### config.mk
export PLATFORM = sky130hd
export DESIGN_NAME = phylip_row_parser_nibble_packer
export DESIGN_NICKNAME = d
export VERILOG_FILES = /design/src/design/rpnp_pkg.sv /design/src/design/rpnp_front.sv /design/src/design/rpnp_queue.sv /design/src/design/rpnp_back.sv /design/src/design/phylip_row_parser_nibble_packer.sv
export VERILOG_INCLUDE_DIRS = /design/src /design/src/design
export SDC_FILE = /design/constraint.sdc
export NUM_CORES = 1
export LEC_CHECK = 0
export CAP_MARGIN = 10
export CORE_MARGIN = 3
export CORE_UTILIZATION = 55
export CTS_CLUSTER_DIAMETER = 100
export DETAILED_ROUTE_END_ITERATION = 8
export DONT_BUFFER_PORTS = 1
export PLACE_DENSITY = 0.7
export SYNTH_ARGS = -nofsm -noshare
export SYNTH_HDL_FRONTEND = slang
export SYNTH_SLANG_ARGS = --single-unit
### constraint.sdc
create_clock -name clk -period 7.7 [get_ports clk]
set_input_delay 1.54 -clock clk [delete_from_list [all_inputs] [get_ports clk]]
set_output_delay 1.54 -clock clk [all_outputs]
set_load 0.01 [all_outputs]
### src/design/assert_macros.svh
// Assertion helpers used by the top-level RTL.
`ifndef ASSERT_MACROS_SVH
`define ASSERT_MACROS_SVH

// Same-cycle implication, held off during reset.
`define ASSERT_IMPLY(label, clk, rst, ante, cons, msg) \
  label: assert property (@(posedge clk) disable iff (rst) (ante) |-> (cons)) \
    else $error(msg);

// Next-cycle implication, held off during reset.
`define ASSERT_NEXT(label, clk, rst, ante, cons, msg) \
  label: assert property (@(posedge clk) disable iff (rst) (ante) |=> (cons)) \
    else $error(msg);

`endif

### src/design/rpnp_pkg.sv
`timescale 1ns / 1ps
package rpnp_pkg;

  // Field widths
  localparam int SPECIES_W = 11;
  localparam int SITE_W    = 17;
  localparam int BIDX_W    = 15;
  localparam int CFG_IDX_W = 2;
  localparam int CFG_DATA_W = SITE_W;

  // Default sizing
  localparam int MAX_SPECIES_DEF = 1024;
  localparam int MAX_SITES_DEF   = 65536;
  localparam int QUEUE_DEPTH_DEF = 4;

  // Register indexes
  localparam logic [CFG_IDX_W-1:0] REG_SPECIES_TOTAL = 2'd0;
  localparam logic [CFG_IDX_W-1:0] REG_SITE_TOTAL    = 2'd1;

  // Characters of interest
  localparam logic [7:0] CH_LF    = 8'h0A;
  localparam logic [7:0] CH_CR    = 8'h0D;
  localparam logic [7:0] CH_SPACE = 8'h20;
  localparam logic [7:0] CH_TAB   = 8'h09;

  localparam logic [2:0] GAP_STATE = 3'd4;

  typedef enum logic [1:0] {
    KIND_NAME     = 2'd0,
    KIND_PACKED   = 2'd1,
    KIND_LINE_END = 2'd2,
    KIND_FINISH   = 2'd3
  } kind_t;

  typedef struct packed {
    logic       action;
    logic [7:0] text_byte;
  } item_t;

  typedef struct packed {
    kind_t                kind;
    logic [SPECIES_W-1:0] row_index;
    logic [BIDX_W-1:0]    byte_index;
    logic [7:0]           value;
    logic                 accepted;
    logic                 last;
  } result_t;

  // One input item's results: first always used, second only when two is set
  typedef struct packed {
    logic    two;
    result_t first;
    result_t second;
  } pair_t;

  // Front-to-queue write beat
  typedef struct packed {
    logic  valid;
    pair_t entry;
  } pair_wr_t;

  function automatic logic [2:0] base_state(input logic [7:0] c);
    logic [2:0] st;
    unique case (c)
      "A", "a", "0": st = 3'd0;
      "C", "c", "1": st = 3'd1;
      "G", "g", "2": st = 3'd2;
      "T", "t", "3": st = 3'd3;
      default:       st = GAP_STATE;
    endcase
    return st;
  endfunction

  function automatic result_t make_result(input kind_t kind,
                                          input logic [SPECIES_W-1:0] row,
                                          input logic [BIDX_W-1:0] bidx,
                                          input logic [7:0] val,
                                          input logic acc,
                                          input logic lst);
    result_t r;
    r.kind       = kind;
    r.row_index  = row;
    r.byte_index = bidx;
    r.value      = val;
    r.accepted   = acc;
    r.last       = lst;
    return r;
  endfunction

endpackage

### src/design/rpnp_front.sv
`timescale 1ns / 1ps
module rpnp_front #(
  parameter int MAX_SPECIES = 1024,
  parameter int MAX_SITES   = 65536
) (
  input  logic                             clk,
  input  logic                             rst,
  input  logic                             cfg_valid,
  input  logic [rpnp_pkg::CFG_IDX_W-1:0]   cfg_index,
  input  logic [rpnp_pkg::CFG_DATA_W-1:0]  cfg_data,
  input  logic                             push,
  input  rpnp_pkg::item_t                  item,
  input  logic                             full,
  output rpnp_pkg::pair_wr_t               wr
);
  import rpnp_pkg::*;

  // Caps fitted to the register widths
  localparam logic [SPECIES_W-1:0] SPECIES_CAP =
    (MAX_SPECIES >= (1 << SPECIES_W) - 1) ? {SPECIES_W{1'b1}} : SPECIES_W'(MAX_SPECIES);
  localparam logic [SITE_W-1:0] SITE_CAP =
    (MAX_SITES >= (1 << SITE_W) - 1) ? {SITE_W{1'b1}} : SITE_W'(MAX_SITES);

  logic [SPECIES_W-1:0] species_total;
  logic [SITE_W-1:0]    site_total;

  logic                 in_name, in_name_next;
  logic                 name_seen, name_seen_next;
  logic [SPECIES_W-1:0] rows_done, rows_done_next;
  logic [SITE_W-1:0]    site_pos, site_pos_next;
  logic [2:0]           held_nibble, held_nibble_next;

  logic [SPECIES_W-1:0] row_lim;
  logic [SITE_W-1:0]    site_lim;
  logic                 take;
  logic                 flush;
  logic [SPECIES_W-1:0] rows_fin;
  logic [2:0]           st;
  result_t              half_res;

  // Configuration registers
  always_ff @(posedge clk) begin
    if (rst) begin
      species_total <= SPECIES_W'(1);
      site_total    <= SITE_W'(1);
    end else if (cfg_valid) begin
      if (cfg_index == REG_SPECIES_TOTAL) species_total <= cfg_data[SPECIES_W-1:0];
      else if (cfg_index == REG_SITE_TOTAL) site_total <= cfg_data;
    end
  end

  assign row_lim  = (species_total < SPECIES_CAP) ? species_total : SPECIES_CAP;
  assign site_lim = (site_total < SITE_CAP) ? site_total : SITE_CAP;
  assign take     = push & ~full;
  assign st       = base_state(item.text_byte);

  // Pending half byte closed with a gap in the high nibble
  assign half_res = make_result(KIND_PACKED, rows_done, site_pos[BIDX_W:1],
                                {1'b0, GAP_STATE, 1'b0, held_nibble}, 1'b0, 1'b0);

  // Finish bookkeeping
  assign flush    = (rows_done < row_lim) & name_seen & ~in_name;
  assign rows_fin = rows_done + SPECIES_W'(flush);

  // Classify the byte, update line state and build results
  always_comb begin
    in_name_next     = in_name;
    name_seen_next   = name_seen;
    rows_done_next   = rows_done;
    site_pos_next    = site_pos;
    held_nibble_next = held_nibble;
    wr               = '0;
    if (take) begin
      if (item.action) begin
        wr.valid = 1'b1;
        if (flush && site_pos[0]) begin
          wr.entry.two    = 1'b1;
          wr.entry.first  = half_res;
          wr.entry.second = make_result(KIND_FINISH, rows_fin, '0, 8'h00,
                                        rows_fin == species_total, 1'b1);
        end else begin
          wr.entry.first  = make_result(KIND_FINISH, rows_fin, '0, 8'h00,
                                        rows_fin == species_total, 1'b1);
        end
        rows_done_next   = '0;
        in_name_next     = 1'b1;
        name_seen_next   = 1'b0;
        site_pos_next    = '0;
        held_nibble_next = '0;
      end else if (rows_done < row_lim) begin
        priority if (item.text_byte == CH_LF) begin
          wr.valid = 1'b1;
          if (site_pos[0]) begin
            wr.entry.two    = 1'b1;
            wr.entry.first  = half_res;
            wr.entry.second = make_result(KIND_LINE_END, rows_done, '0, 8'h00,
                                          name_seen & ~in_name, 1'b1);
          end else begin
            wr.entry.first  = make_result(KIND_LINE_END, rows_done, '0, 8'h00,
                                          name_seen & ~in_name, 1'b1);
          end
          if (name_seen && !in_name) rows_done_next = rows_done + SPECIES_W'(1);
          in_name_next     = 1'b1;
          name_seen_next   = 1'b0;
          site_pos_next    = '0;
          held_nibble_next = '0;
        end else if (item.text_byte == CH_CR) begin
          // dropped
        end else if (item.text_byte == CH_SPACE || item.text_byte == CH_TAB) begin
          // blank closes a nonempty name; elsewhere dropped
          if (in_name && name_seen) in_name_next = 1'b0;
        end else if (in_name) begin
          name_seen_next = 1'b1;
          wr.valid       = 1'b1;
          wr.entry.first = make_result(KIND_NAME, rows_done, '0, item.text_byte,
                                       1'b0, 1'b1);
        end else if (site_pos < site_lim) begin
          if (!site_pos[0]) begin
            held_nibble_next = st;
          end else begin
            wr.valid         = 1'b1;
            wr.entry.first   = make_result(KIND_PACKED, rows_done, site_pos[BIDX_W:1],
                                           {1'b0, st, 1'b0, held_nibble}, 1'b0, 1'b1);
            held_nibble_next = '0;
          end
          site_pos_next = site_pos + SITE_W'(1);
        end else begin
          // bases past the site limit are dropped
        end
      end
    end
  end

  // Line state
  always_ff @(posedge clk) begin
    if (rst) begin
      in_name     <= 1'b1;
      name_seen   <= 1'b0;
      rows_done   <= '0;
      site_pos    <= '0;
      held_nibble <= '0;
    end else begin
      in_name     <= in_name_next;
      name_seen   <= name_seen_next;
      rows_done   <= rows_done_next;
      site_pos    <= site_pos_next;
      held_nibble <= held_nibble_next;
    end
  end

endmodule

### src/design/rpnp_queue.sv
`timescale 1ns / 1ps
module rpnp_queue #(
  parameter int DEPTH = 4
) (
  input  logic                clk,
  input  logic                rst,
  input  rpnp_pkg::pair_wr_t  wr,
  output logic                full,
  input  logic                rd,
  output rpnp_pkg::pair_t     head,
  output logic                avail
);
  import rpnp_pkg::*;

  localparam int PW = (DEPTH > 1) ? $clog2(DEPTH) : 1;
  localparam int CW = $clog2(DEPTH + 1);

  pair_t         slots [DEPTH];
  logic [PW-1:0] wr_ptr;
  logic [PW-1:0] rd_ptr;
  logic [CW-1:0] count;
  logic          do_wr;
  logic          do_rd;

  assign full  = (count == CW'(DEPTH));
  assign avail = (count != '0);
  assign head  = slots[rd_ptr];
  assign do_wr = wr.valid & ~full;
  assign do_rd = rd & avail;

  // Entry storage
  always_ff @(posedge clk) begin
    if (do_wr) slots[wr_ptr] <= wr.entry;
  end

  // Pointers and fill count
  always_ff @(posedge clk) begin
    if (rst) begin
      wr_ptr <= '0;
      rd_ptr <= '0;
      count  <= '0;
    end else begin
      if (do_wr) wr_ptr <= (wr_ptr == PW'(DEPTH - 1)) ? '0 : wr_ptr + PW'(1);
      if (do_rd) rd_ptr <= (rd_ptr == PW'(DEPTH - 1)) ? '0 : rd_ptr + PW'(1);
      if (do_wr && !do_rd) count <= count + CW'(1);
      else if (do_rd && !do_wr) count <= count - CW'(1);
    end
  end

endmodule

### src/design/rpnp_back.sv
`timescale 1ns / 1ps
module rpnp_back (
  input  logic              clk,
  input  logic              rst,
  input  rpnp_pkg::pair_t   head,
  input  logic              avail,
  output logic              rd,
  input  logic              pop,
  output logic              empty,
  output rpnp_pkg::result_t result
);
  import rpnp_pkg::*;

  pair_t cur;
  logic  held;
  logic  slot;
  logic  beat;
  logic  done;

  assign empty  = ~held;
  assign result = slot ? cur.second : cur.first;
  assign beat   = pop & held;
  assign done   = beat & (~cur.two | slot);
  assign rd     = avail & (~held | done);

  // Output register, one result per beat
  always_ff @(posedge clk) begin
    if (rd) cur <= head;
  end

  always_ff @(posedge clk) begin
    if (rst) begin
      held <= 1'b0;
      slot <= 1'b0;
    end else if (rd) begin
      held <= 1'b1;
      slot <= 1'b0;
    end else if (done) begin
      held <= 1'b0;
      slot <= 1'b0;
    end else if (beat) begin
      slot <= 1'b1;
    end
  end

endmodule

### src/design/phylip_row_parser_nibble_packer.sv
`timescale 1ns / 1ps
// Channel   Handshake               Payload
// item      push / full             action, text_byte
// result    empty / pop             kind, row_index, byte_index, value, accepted, last
// cfg       cfg_valid / cfg_ready   cfg_index, cfg_data
//
// One byte per cycle is taken while full is low; the front parser updates its line state
// in the cycle of acceptance. An item's first result reaches the result port through the
// entry queue and then the output register; a two-result item occupies the port for two
// beats.
// Synchronous reset clears parser state, queue and output valid flag; config returns to 1.
// full rises only when the queue holds QUEUE_DEPTH entries awaiting pop.
module phylip_row_parser_nibble_packer #(
  parameter int MAX_SPECIES = rpnp_pkg::MAX_SPECIES_DEF,
  parameter int MAX_SITES   = rpnp_pkg::MAX_SITES_DEF,
  parameter int QUEUE_DEPTH = rpnp_pkg::QUEUE_DEPTH_DEF
) (
  input  logic                            clk,
  input  logic                            rst,
  input  logic                            cfg_valid,
  output logic                            cfg_ready,
  input  logic [rpnp_pkg::CFG_IDX_W-1:0]  cfg_index,
  input  logic [rpnp_pkg::CFG_DATA_W-1:0] cfg_data,
  input  logic                            push,
  output logic                            full,
  input  rpnp_pkg::item_t                 item,
  output logic                            empty,
  input  logic                            pop,
  output rpnp_pkg::result_t               result
);
  import rpnp_pkg::*;
  `include "assert_macros.svh"

  pair_wr_t q_wr;
  logic     q_full;
  logic     q_rd;
  pair_t    q_head;
  logic     q_avail;

  assign cfg_ready = 1'b1;
  assign full      = q_full;

  rpnp_front #(
    .MAX_SPECIES (MAX_SPECIES),
    .MAX_SITES   (MAX_SITES)
  ) u_front (
    .clk       (clk),
    .rst       (rst),
    .cfg_valid (cfg_valid & cfg_ready),
    .cfg_index (cfg_index),
    .cfg_data  (cfg_data),
    .push      (push),
    .item      (item),
    .full      (q_full),
    .wr        (q_wr)
  );

  rpnp_queue #(
    .DEPTH (QUEUE_DEPTH)
  ) u_queue (
    .clk   (clk),
    .rst   (rst),
    .wr    (q_wr),
    .full  (q_full),
    .rd    (q_rd),
    .head  (q_head),
    .avail (q_avail)
  );

  rpnp_back u_back (
    .clk    (clk),
    .rst    (rst),
    .head   (q_head),
    .avail  (q_avail),
    .rd     (q_rd),
    .pop    (pop),
    .empty  (empty),
    .result (result)
  );

  // Checks
  `ASSERT_IMPLY(a_no_overflow, clk, rst, q_wr.valid, !q_full, "queue write while full")
  `ASSERT_IMPLY(a_pair_last, clk, rst, q_wr.valid && q_wr.entry.two,
                !q_wr.entry.first.last && q_wr.entry.second.last, "bad last marks in pair")
  `ASSERT_NEXT(a_pair_follows, clk, rst, !empty && pop && !result.last,
               !empty && result.last, "second result of pair missing")

endmodule

==> results of run 1 <==
## registers in the layout, summed over array words and instances, names as in the netlist, 3 cells and up
name,cells
u_queue.count,3
u_front.species_total,11
u_front.site_pos,17
u_queue.slots,208
u_back.cur,52
u_front.rows_done,11
u_front.held_nibble,3
u_front.site_total,17
## worst min path at each step
stage,startpoint,to,slack (ps),depth (start not counted)
floorplan,u_front.site_total[0],u_front.site_total[0],430,2
global placement,u_front.site_total[14],u_front.site_total[14],440,2
detailed placement,u_front.site_total[12],u_front.site_total[12],440,2
CTS,u_front.site_total[12],u_front.site_total[12],450,2
global route,u_front.site_total[12],u_front.site_total[12],460,2
finish,u_front.site_total[12],u_front.site_total[12],440,2
## routing by layer
| metal | part of all wire | vias up | GRT usage |
|---|---|---|---|
| li1 | - | 3906 | - |
| met1 | 0.44 | 4108 | 0.303 |
| met2 | 0.47 | 247 | 0.333 |
| met3 | 0.067 | 45 | 0.0380 |
| met4 | 0.019 | 0 | 0.0470 |
| met5 | 0 | - | 0 |
## synthesized netlist by cell type (all sizes together) (6+ instances only)
cell | n | area share
edfxtp | 260 | 0.54
nand2 | 107 | 0.028
nor2 | 84 | 0.022
dfxtp | 70 | 0.097
a21oi | 52 | 0.018
mux4 | 52 | 0.081
clkbuf | 47 | 0.012
nor2b | 39 | 0.017
ha | 36 | 0.031
nand3 | 23 | 0.0080
inv | 22 | 0.0057
mux2i | 22 | 0.015
xnor2 | 22 | 0.013
o21ai | 21 | 0.0073
and3 | 17 | 0.0074
nand2b | 17 | 0.0074
xor2 | 17 | 0.010
mux2 | 15 | 0.012
nand4 | 12 | 0.0052
and2 | 10 | 0.0045
buf | 10 | 0.0035
nor4 | 9 | 0.0039
a221o | 8 | 0.0055
a32o | 6 | 0.0042
nor3 | 6 | 0.0021
nor3b | 6 | 0.0031
o21a | 6 | 0.0031
## worst register-to-register path, delay by kind of cell (launching register included)
family	cells	cell delay [ps]
AO/OA/AOI/OAI	5	1410
XOR/XNOR	1	150
adder cells (fa/ha/maj)	3	940
buffers and inverters	1	110
flip-flops	1	690
AND/OR/NAND/NOR	4	990
## cell usage in the layout (no fill, tap or decap), types with 4 or more instances in the layout
master,netlist,routed
xnor2_1,22,22
edfxtp_1,260,260
clkbuf_8,0,4
nand2b_1,17,17
a21oi_1,52,50
and2_1,9,5
clkinv_1,0,5
and3_1,17,17
nand4_1,12,12
ha_1,36,36
mux2i_1,22,22
o31ai_1,5,5
nand2_1,107,107
nor3_1,6,6
and2_2,0,4
nand3_1,23,23
mux2_2,15,15
a221o_1,8,8
or3_1,5,5
clkinv_2,0,5
o21a_1,6,6
o21ai_0,20,20
nor4_1,9,8
buf_4,1,9
clkbuf_1,47,7
mux4_2,52,52
a32o_1,6,6
nor2_1,84,84
clkbuf_16,0,35
xor2_1,17,17
dfxtp_1,70,68
nor2b_1,39,39
or4_1,5,5
nor3b_1,6,5
inv_1,22,22
## area by class of cell
cell class	instances	area, um2
Multi-Input combinational cell	644	4960
Clock inverter	16	150
Clock buffer	46	957
Fill cell	1907	9630
Inverter	22	82.6
Tap cell	330	413
Timing Repair Buffer	9	67.6
Sequential cell	330	9210
## report_power, final
part           switching [mW]  total (mW)  internal (mW)
Sequential              0.167        2.45           2.29
Clock                   0.655        1.60          0.945
Combinational           0.464       0.857          0.394
Total                    1.29        4.91           3.62
## kinds of logic (layout without fill, tap and decap cells)
logic type	count (synthesis)	count (layout)	synth area share
AO/OA/AOI/OAI	122	122	0.0549
XOR/XNOR	39	39	0.0236
adder cells (fa/ha/maj)	37	37	0.0326
buffers and inverters	79	93	0.0214
flip-flops	330	330	0.637
multiplexers	89	89	0.108
other	1	1	0.000260
AND/OR/NAND/NOR	356	356	0.122
==> results.sh, run 1 <==
export IMPL_status="finished, final reports clean"
export IMPL_skew_ps=9.64
export IMPL_cp_common_cell="ha_1"
export IMPL_tightest_slew_ps=1120
export IMPL_root_buffer="clkbuf_16"
export IMPL_cp_endpoint="u_queue.slots[1][1]"
export IMPL_hp_class="reg2reg"
export IMPL_final_core_util=0.622
export IMPL_synth_distinct_cells=63
export IMPL_clk_pin_slew_ps=60
export IMPL_port_buffers=0
export IMPL_post_cts_buffers=0
export IMPL_maxSlewViolCount=0
export IMPL_cp_slowest_cell="dfxtp_1"
export IMPL_synth_flop_cell="edfxtp_1"
export IMPL_max_slew_margin_rel=0.244
export IMPL_totalWireLength_mm=28.8
export IMPL_die_area_mm2=0.0283
export IMPL_gp_congestion=0.838
export IMPL_grt_pass1_vias=8304
export IMPL_fin_crit_sh=0.589
export IMPL_grt_pass1_wl_mm=46.5
export IMPL_ff2ff_setup_slack_ps=3160
export IMPL_finalWorstSetupSlack_ps=3160
export IMPL_critPathLaunch="u_front.rows_done[4]"
export IMPL_power_density_mw_per_mm2=310
export IMPL_num_nets_final=1111
export IMPL_drt_iter0_drc=751
export IMPL_firstDrtPassIters=7
export IMPL_cts_buffers=34
export IMPL_h_tree_depth=2
export IMPL_clk_latency_ps=510
export IMPL_hold_buffers=0
export IMPL_ys_seq_area_frac=0.637
export IMPL_wl_per_cell_um=20.6
export IMPL_synth_async_sr_flop_share=0
export IMPL_vias=8306
export IMPL_setup_violations_final=0
export IMPL_rr_endpoint="u_queue.slots[1][1]"
export IMPL_ff2ff_path_depth=14
export IMPL_grt_overflow=0
export IMPL_cp_num_cells=14
export IMPL_pin_count=74
export IMPL_power_mw=4.91
export IMPL_syn_inst=1053
export IMPL_cp_end_kind="flop"
export IMPL_syn_num_nets=1123
export IMPL_cp_cell_sequence="ha_1 -> a21oi_1 -> o21ai_0 -> a21boi_1 -> nand3_1 -> inv_1 -> ha_1 -> ha_1 -> and3_1 -> nand2_1 -> xnor2_1 -> nor4_1 -> o2111ai_1 -> o31ai_1"
export IMPL_fin_setup_tns_ps=0
export IMPL_worstPathRequired_ps=7930
export IMPL_hold_viol=0
export IMPL_antennaDiodeCount=0
export IMPL_arrival_ps=4770
export IMPL_syn_area_mm2=0.0144
export IMPL_yosysWarningCount=0
export IMPL_die_w_um=168
export IMPL_hold_ws_ps=444
export IMPL_dp_cells=1335
export IMPL_fin_cells=1397
export IMPL_syn2layout_area_growth_pct=9.67
export IMPL_path_buf_inv=1
export IMPL_die_y_um=168
export IMPL_pre_cts_slack_ps=2820
export IMPL_leakagePower_nw=5.36
export IMPL_critPathTopFamily="compound AO/OA/AOI/OAI gates"
export IMPL_r2r_start="u_front.rows_done[4]"
export IMPL_synth_edf_count=260
export IMPL_grt_setup_unrepaired="false"
export IMPL_dpl_cell_area_mm2=0.0147
export IMPL_critPathKind="reg2reg"
export IMPL_ctsResizeCount=0
export IMPL_design_area_mm2=0.0158
export IMPL_post_drt_via_cell_ratio=5.95
export IMPL_cap_violations=0
export IMPL_track_usage=0.208
export IMPL_slowest_delay_ps=690
export IMPL_cts_tree="done"
export IMPL_ant_nets=0
export IMPL_num_rows=58
export IMPL_fmaxAchievable_mhz=220
export IMPL_antenna_found_initial=1
export IMPL_path_max_fanout=15
export IMPL_start_util=0.567
export IMPL_hpwl_mm=19.1
export IMPL_clock_sinks=330
export IMPL_final_layout_size_suffix_gt1_frac=0.133
export IMPL_grt_max_degree=56
export IMPL_ir_worst_vdd_mv=0.219
export IMPL_cp_start_kind="flop"
export IMPL_drc=0
export IMPL_clockBufferDepth=3
export IMPL_finalCriticalPeriod_ps=4540
export IMPL_synth_seq_cells=330
export IMPL_coreArea_mm2=0.0255
export IMPL_avgSynthCellArea_um2=13.7
Note: power is estimated with default switching activity, not from simulation.
==> run 2: changes to the inputs <==
==> constraint.sdc (replaced) <==
create_clock -name clk -period 4.35 [get_ports clk]
set_input_delay 0.87 -clock clk [delete_from_list [all_inputs] [get_ports clk]]
set_output_delay 0.87 -clock clk [all_outputs]
set_load 0.01 [all_outputs]
==> results.sh, run 2 (synthesized netlist as in run 1, its figures left out) <==
export IMPL_final_layout_size_suffix_gt1_frac=0.144
export IMPL_cp_common_cell="inv_1"
export IMPL_grt_pass1_wl_mm=45.6
export IMPL_ff2ff_setup_slack_ps=500
export IMPL_hpwl_mm=18.8
export IMPL_syn2layout_area_growth_pct=10.3
export IMPL_grt_pass1_vias=8181
export IMPL_grt_overflow=0
export IMPL_power_density_mw_per_mm2=541
export IMPL_cap_violations=0
export IMPL_num_rows=58
export IMPL_tightest_slew_ps=1050
export IMPL_start_util=0.567
export IMPL_die_w_um=168
export IMPL_top_regs="u_queue.slots (208), u_back.cur (52)"
export IMPL_cts_buffers=34
export IMPL_h_tree_depth=2
export IMPL_coreArea_mm2=0.0255
export IMPL_grt_setup_unrepaired="false"
export IMPL_max_slew_margin_rel=0.295
export IMPL_finalWorstSetupSlack_ps=505
export IMPL_swShare=0.260
export IMPL_finalCriticalPeriod_ps=3850
export IMPL_final_common_cell="edfxtp_1"
export IMPL_hold_viol=0
export IMPL_maxSlewViolCount=0
export IMPL_leakagePower_nw=5.47
export IMPL_port_buffers=0
export IMPL_die_y_um=168
export IMPL_regMostFlops="u_queue.slots"
export IMPL_root_buffer="clkbuf_16"
export IMPL_drt_iter0_drc=795
export IMPL_path_buf_inv=3
export IMPL_gp_congestion=0.877
export IMPL_design_area_mm2=0.0159
export IMPL_setup_violations_final=0
export IMPL_clock_sinks=330
export IMPL_pwr_share_clk=0.320
export IMPL_num_nets_final=1128
export IMPL_die_area_mm2=0.0283
export IMPL_post_drt_via_cell_ratio=5.93
export IMPL_cp_slowest_cell="fa_1"
export IMPL_net_switching_power_mw=2.24
export IMPL_status="finished, final reports clean"
export IMPL_ir_worst_vdd_mv=0.522
export IMPL_dpl_cell_area_mm2=0.0149
export IMPL_totalWireLength_mm=28.7
export IMPL_ant_nets=0
export IMPL_clockBufferDepth=3
export IMPL_combPwrFrac=0.172
export IMPL_clk_pin_slew_ps=60
export IMPL_final_core_util=0.625
export IMPL_path_max_fanout=16
export IMPL_critPathKind="reg2reg"
export IMPL_clk_latency_ps=510
export IMPL_slowest_delay_ps=430
export IMPL_grt_max_degree=55
export IMPL_cp_start_kind="flop"
export IMPL_track_usage=0.204
export IMPL_vias=8384
export IMPL_drc=0
export IMPL_cts_tree="done"
export IMPL_worstPathRequired_ps=4780
export IMPL_critPathTopFamily="compound AO/OA/AOI/OAI gates"
export IMPL_skew_ps=18.8
export IMPL_pin_count=74
export IMPL_pre_cts_slack_ps=315
export IMPL_hp_class="in2reg"
export IMPL_fmaxAchievable_mhz=260
export IMPL_arrival_ps=4280
export IMPL_antenna_found_initial=0
export IMPL_fin_crit_sh=0.884
export IMPL_cp_end_kind="flop"
export IMPL_cp_cell_sequence="inv_1 -> nand2_1 -> ha_1 -> a21oi_1 -> o21ai_0 -> o21ai_0 -> nand4_1 -> a31o_2 -> inv_1 -> ha_1 -> inv_1 -> fa_1 -> xor2_1 -> or3_1 -> a21oi_1"
export IMPL_firstDrtPassIters=7
export IMPL_antennaDiodeCount=0
export IMPL_wl_per_cell_um=20.3
export IMPL_pwr_share_seq=0.508
export IMPL_largest_reg_flops=208
export IMPL_final_cell_mix="edfxtp_1 (260), nand2_1 (107), nor2_1 (84), dfxtp_1 (67), mux4_2 (52)"
export IMPL_fin_setup_tns_ps=0
export IMPL_intPower_mw=6.37
-- run 2: cell count changes in the layout (fill, tap and decap cells not counted), moves of 2 or more --
cell      change
buf_4        +17
clkbuf_1      +6
clkbuf_8      -2
clkinv_1      -2
clkinv_2      -2
inv_6         +2
-- run 2: final timing paths --
path | start | end | cells after the start
setup / recovery | u_front.site_total[16] | u_queue.count[2] | 15
hold / removal | rst | u_front.species_total[7] | 1
setup reg to reg | u_front.site_total[16] | u_queue.count[2] | 15
hold reg to reg | u_front.site_total[7] | u_front.site_total[7] | 2
-- run 2: worst register-to-register path: stages (launching register included) --
cell     delay [ps]
dfxtp_1         320
inv_1           330
nand2_1         110
ha_1            350
a21oi_1         140
o21ai_0          90
o21ai_0         300
nand4_1         250
a31o_2          390
inv_1           170
ha_1            200
inv_1            80
fa_1            430
xor2_1          180
or3_1           310
a21oi_1         140
-- run 2: cell type report --
class                   instances  area, um2
fillers                      1915       9540
flip-flops and latches        330       9220
multi-input cells             644       4960
clock buffers                  51        940
well taps                     330        413
repair buffers                 26        195
clock inverters                11        120
inverters                      22       82.6
-- run 2: metal layers --
| layer | vias up | global-route usage | part of all wire |
|---|---|---|---|
| li1 | 3953 | - | - |
| met1 | 4117 | 0.310 | 0.46 |
| met2 | 272 | 0.310 | 0.45 |
| met3 | 42 | 0.0413 | 0.067 |
| met4 | 0 | 0.0455 | 0.017 |
| met5 | - | 0 | 0 |
-- run 2: power by group through the flow --
| stage | Combinational [mW] | Clock, mW | Sequential, mW |
|---|---|---|---|
| after floorplan | 1.34 | 0 | 4.20 |
| after global placement | 1.48 | 0 | 4.43 |
| after detailed placement | 1.50 | 0 | 4.46 |
| after CTS | 1.51 | 2.81 | 4.40 |
| after global routing | 1.62 | 2.95 | 4.45 |
| final | 1.48 | 2.75 | 4.38 |
-- run 2: through the flow --
step	std cells	power [mW]	hold slack (ps)
after floorplan	1053	5.54	433
after global placement	1352	5.91	437
after detailed placement	1352	5.96	441
after CTS	1414	8.73	408
after global routing	1414	9.02	409
final	1414	8.61	430
-- run 2: timing repair --
item	CTS	global route
setup endpoints to repair	0	4
setup buffers	0	0
resized for setup	0	1
hold buffers	0	0
==> run 3: changes to the inputs <==
--- a/config.mk
+++ b/config.mk
@@ -8,11 +8,11 @@
 export LEC_CHECK = 0
 export CAP_MARGIN = 10
 export CORE_MARGIN = 3
-export CORE_UTILIZATION = 55
+export CORE_UTILIZATION = 63
 export CTS_CLUSTER_DIAMETER = 100
 export DETAILED_ROUTE_END_ITERATION = 8
 export DONT_BUFFER_PORTS = 1
-export PLACE_DENSITY = 0.7
+export PLACE_DENSITY = 0.79
 export SYNTH_ARGS = -nofsm -noshare
 export SYNTH_HDL_FRONTEND = slang
 export SYNTH_SLANG_ARGS = --single-unit
==> constraint.sdc (replaced) <==
create_clock -name clk -period 3.7 [get_ports clk]
set_input_delay 0.74 -clock clk [delete_from_list [all_inputs] [get_ports clk]]
set_output_delay 0.74 -clock clk [all_outputs]
set_load 0.01 [all_outputs]
==> results.sh, run 3 (synthesized netlist as in run 1, its figures left out) <==
export IMPL_status="finished, final reports clean"
export IMPL_die_w_um=157
export IMPL_die_area_mm2=0.0248
export IMPL_antennaDiodeCount=0
export IMPL_post_drt_via_cell_ratio=6.32
export IMPL_ff2ff_setup_slack_ps=190
export IMPL_cts_buffers=31
export IMPL_gp_congestion=0.900
export IMPL_clk_latency_ps=560
export IMPL_clk_pin_slew_ps=70
export IMPL_drt_iter0_drc=828
export IMPL_grt_pass1_vias=8740
export IMPL_final_common_cell="edfxtp_1"
export IMPL_clock_sinks=330
export IMPL_cp_start_kind="flop"
export IMPL_pre_cts_slack_ps=28.6
export IMPL_top_regs="u_queue.slots (208), u_back.cur (52)"
export IMPL_path_buf_inv=4
export IMPL_die_y_um=157
export IMPL_hpwl_mm=20.3
export IMPL_critPathTopFamily="adder cells"
export IMPL_grt_max_degree=54
export IMPL_largest_reg_flops=208
export IMPL_finalWorstSetupSlack_ps=189
export IMPL_totalWireLength_mm=30.4
export IMPL_path_max_fanout=12
export IMPL_tightest_slew_ps=1050
export IMPL_max_slew_margin_rel=0.296
export IMPL_grt_overflow=0
export IMPL_final_cell_mix="edfxtp_1 (260), nand2_1 (107), nor2_1 (84), dfxtp_1 (68), mux4_2 (52)"
export IMPL_slowest_delay_ps=450
export IMPL_cp_slowest_cell="fa_1"
export IMPL_setup_violations_final=0
export IMPL_coreArea_mm2=0.0222
export IMPL_final_core_util=0.729
export IMPL_fmaxAchievable_mhz=285
export IMPL_track_usage=0.249
export IMPL_ant_nets=0
export IMPL_firstDrtPassIters=8
export IMPL_fin_crit_sh=0.949
export IMPL_vias=8747
export IMPL_maxSlewViolCount=0
export IMPL_hold_viol=0
export IMPL_drc=0
export IMPL_ir_worst_vdd_mv=0.352
export IMPL_finalCriticalPeriod_ps=3510
export IMPL_wl_per_cell_um=22.0
export IMPL_leakagePower_nw=5.61
export IMPL_skew_ps=15.6
export IMPL_h_tree_depth=1
export IMPL_antenna_found_initial=0
export IMPL_pin_count=74
export IMPL_num_rows=54
export IMPL_grt_pass1_wl_mm=48.0
export IMPL_power_density_mw_per_mm2=631
export IMPL_clockBufferDepth=3
export IMPL_cap_violations=0
export IMPL_worstPathRequired_ps=4190
export IMPL_critPathKind="reg2reg"
export IMPL_syn2layout_area_growth_pct=11.9
export IMPL_cp_common_cell="inv_1"
export IMPL_cp_end_kind="flop"
export IMPL_final_layout_size_suffix_gt1_frac=0.176
export IMPL_num_nets_final=1148
export IMPL_hp_class="in2reg"
export IMPL_cts_tree="done"
export IMPL_regMostFlops="u_queue.slots"
export IMPL_start_util=0.652
export IMPL_root_buffer="clkbuf_16"
export IMPL_cp_cell_sequence="inv_1 -> buf_6 -> nand2_1 -> ha_1 -> a21oi_1 -> o21a_1 -> o311a_1 -> nand4_1 -> a31o_2 -> inv_1 -> ha_2 -> inv_1 -> fa_1 -> xor2_1 -> or3_1 -> a21oi_1"
export IMPL_arrival_ps=4000
export IMPL_port_buffers=0
[run 3: stage by stage]
| stage | hold slack [ps] | std cells | area, um2 | setup TNS [ps] | power (mW) |
|---|---|---|---|---|---|
| global route | 230 | 1383 | 16200 | -66.2 | 10.6 |
| floorplan | 433 | 1053 | 14500 | -32.3 | 6.51 |
| finish | 247 | 1383 | 16200 | 0 | 10.2 |
| detailed placement | 442 | 1322 | 15000 | 0 | 7.08 |
| CTS | 230 | 1380 | 16100 | 0 | 10.3 |
| global placement | 438 | 1322 | 15000 | 0 | 6.98 |
[run 3: cell type report]
cell class                      count  area [um2]
Clock buffer                       35         791
Clock inverter                     23         246
Fill cell                        1411        6000
Inverter                           22        82.6
Multi-Input combinational cell    644        5040
Sequential cell                   330        9210
Tap cell                          280         350
Timing Repair Buffer               49         434
[run 3: worst paths after layout]
kind,from,endpoint,cells past startpoint
worst min register to register,u_front.site_total[13],u_front.site_total[13],2
worst min-delay path,rst,u_front.site_total[16],1
worst max-delay path,u_front.site_total[16],u_queue.count[2],16
worst max register to register,u_front.site_total[16],u_queue.count[2],16
[run 3: repair_timing]
item	in CTS	in global routing
hold buffers	0	0
endpoints found under the setup margin	0	13
gates resized for setup	0	19
buffers inserted	0	3
endpoints found under the hold margin	0	0
[run 3: power by group]
part | internal, mW | switching (mW) | total, mW
sequential | 4.75 | 0.263 | 5.01
combinational | 0.887 | 1.10 | 1.99
clock | 1.88 | 1.31 | 3.19
[run 3: routing by layer]
layer | track usage | vias to the layer above | share of wire
li1 | - | 3996 | -
met1 | 0.350 | 4324 | 0.42
met2 | 0.408 | 386 | 0.49
met3 | 0.0454 | 41 | 0.076
met4 | 0.0645 | 0 | 0.018
met5 | 0 | - | 0
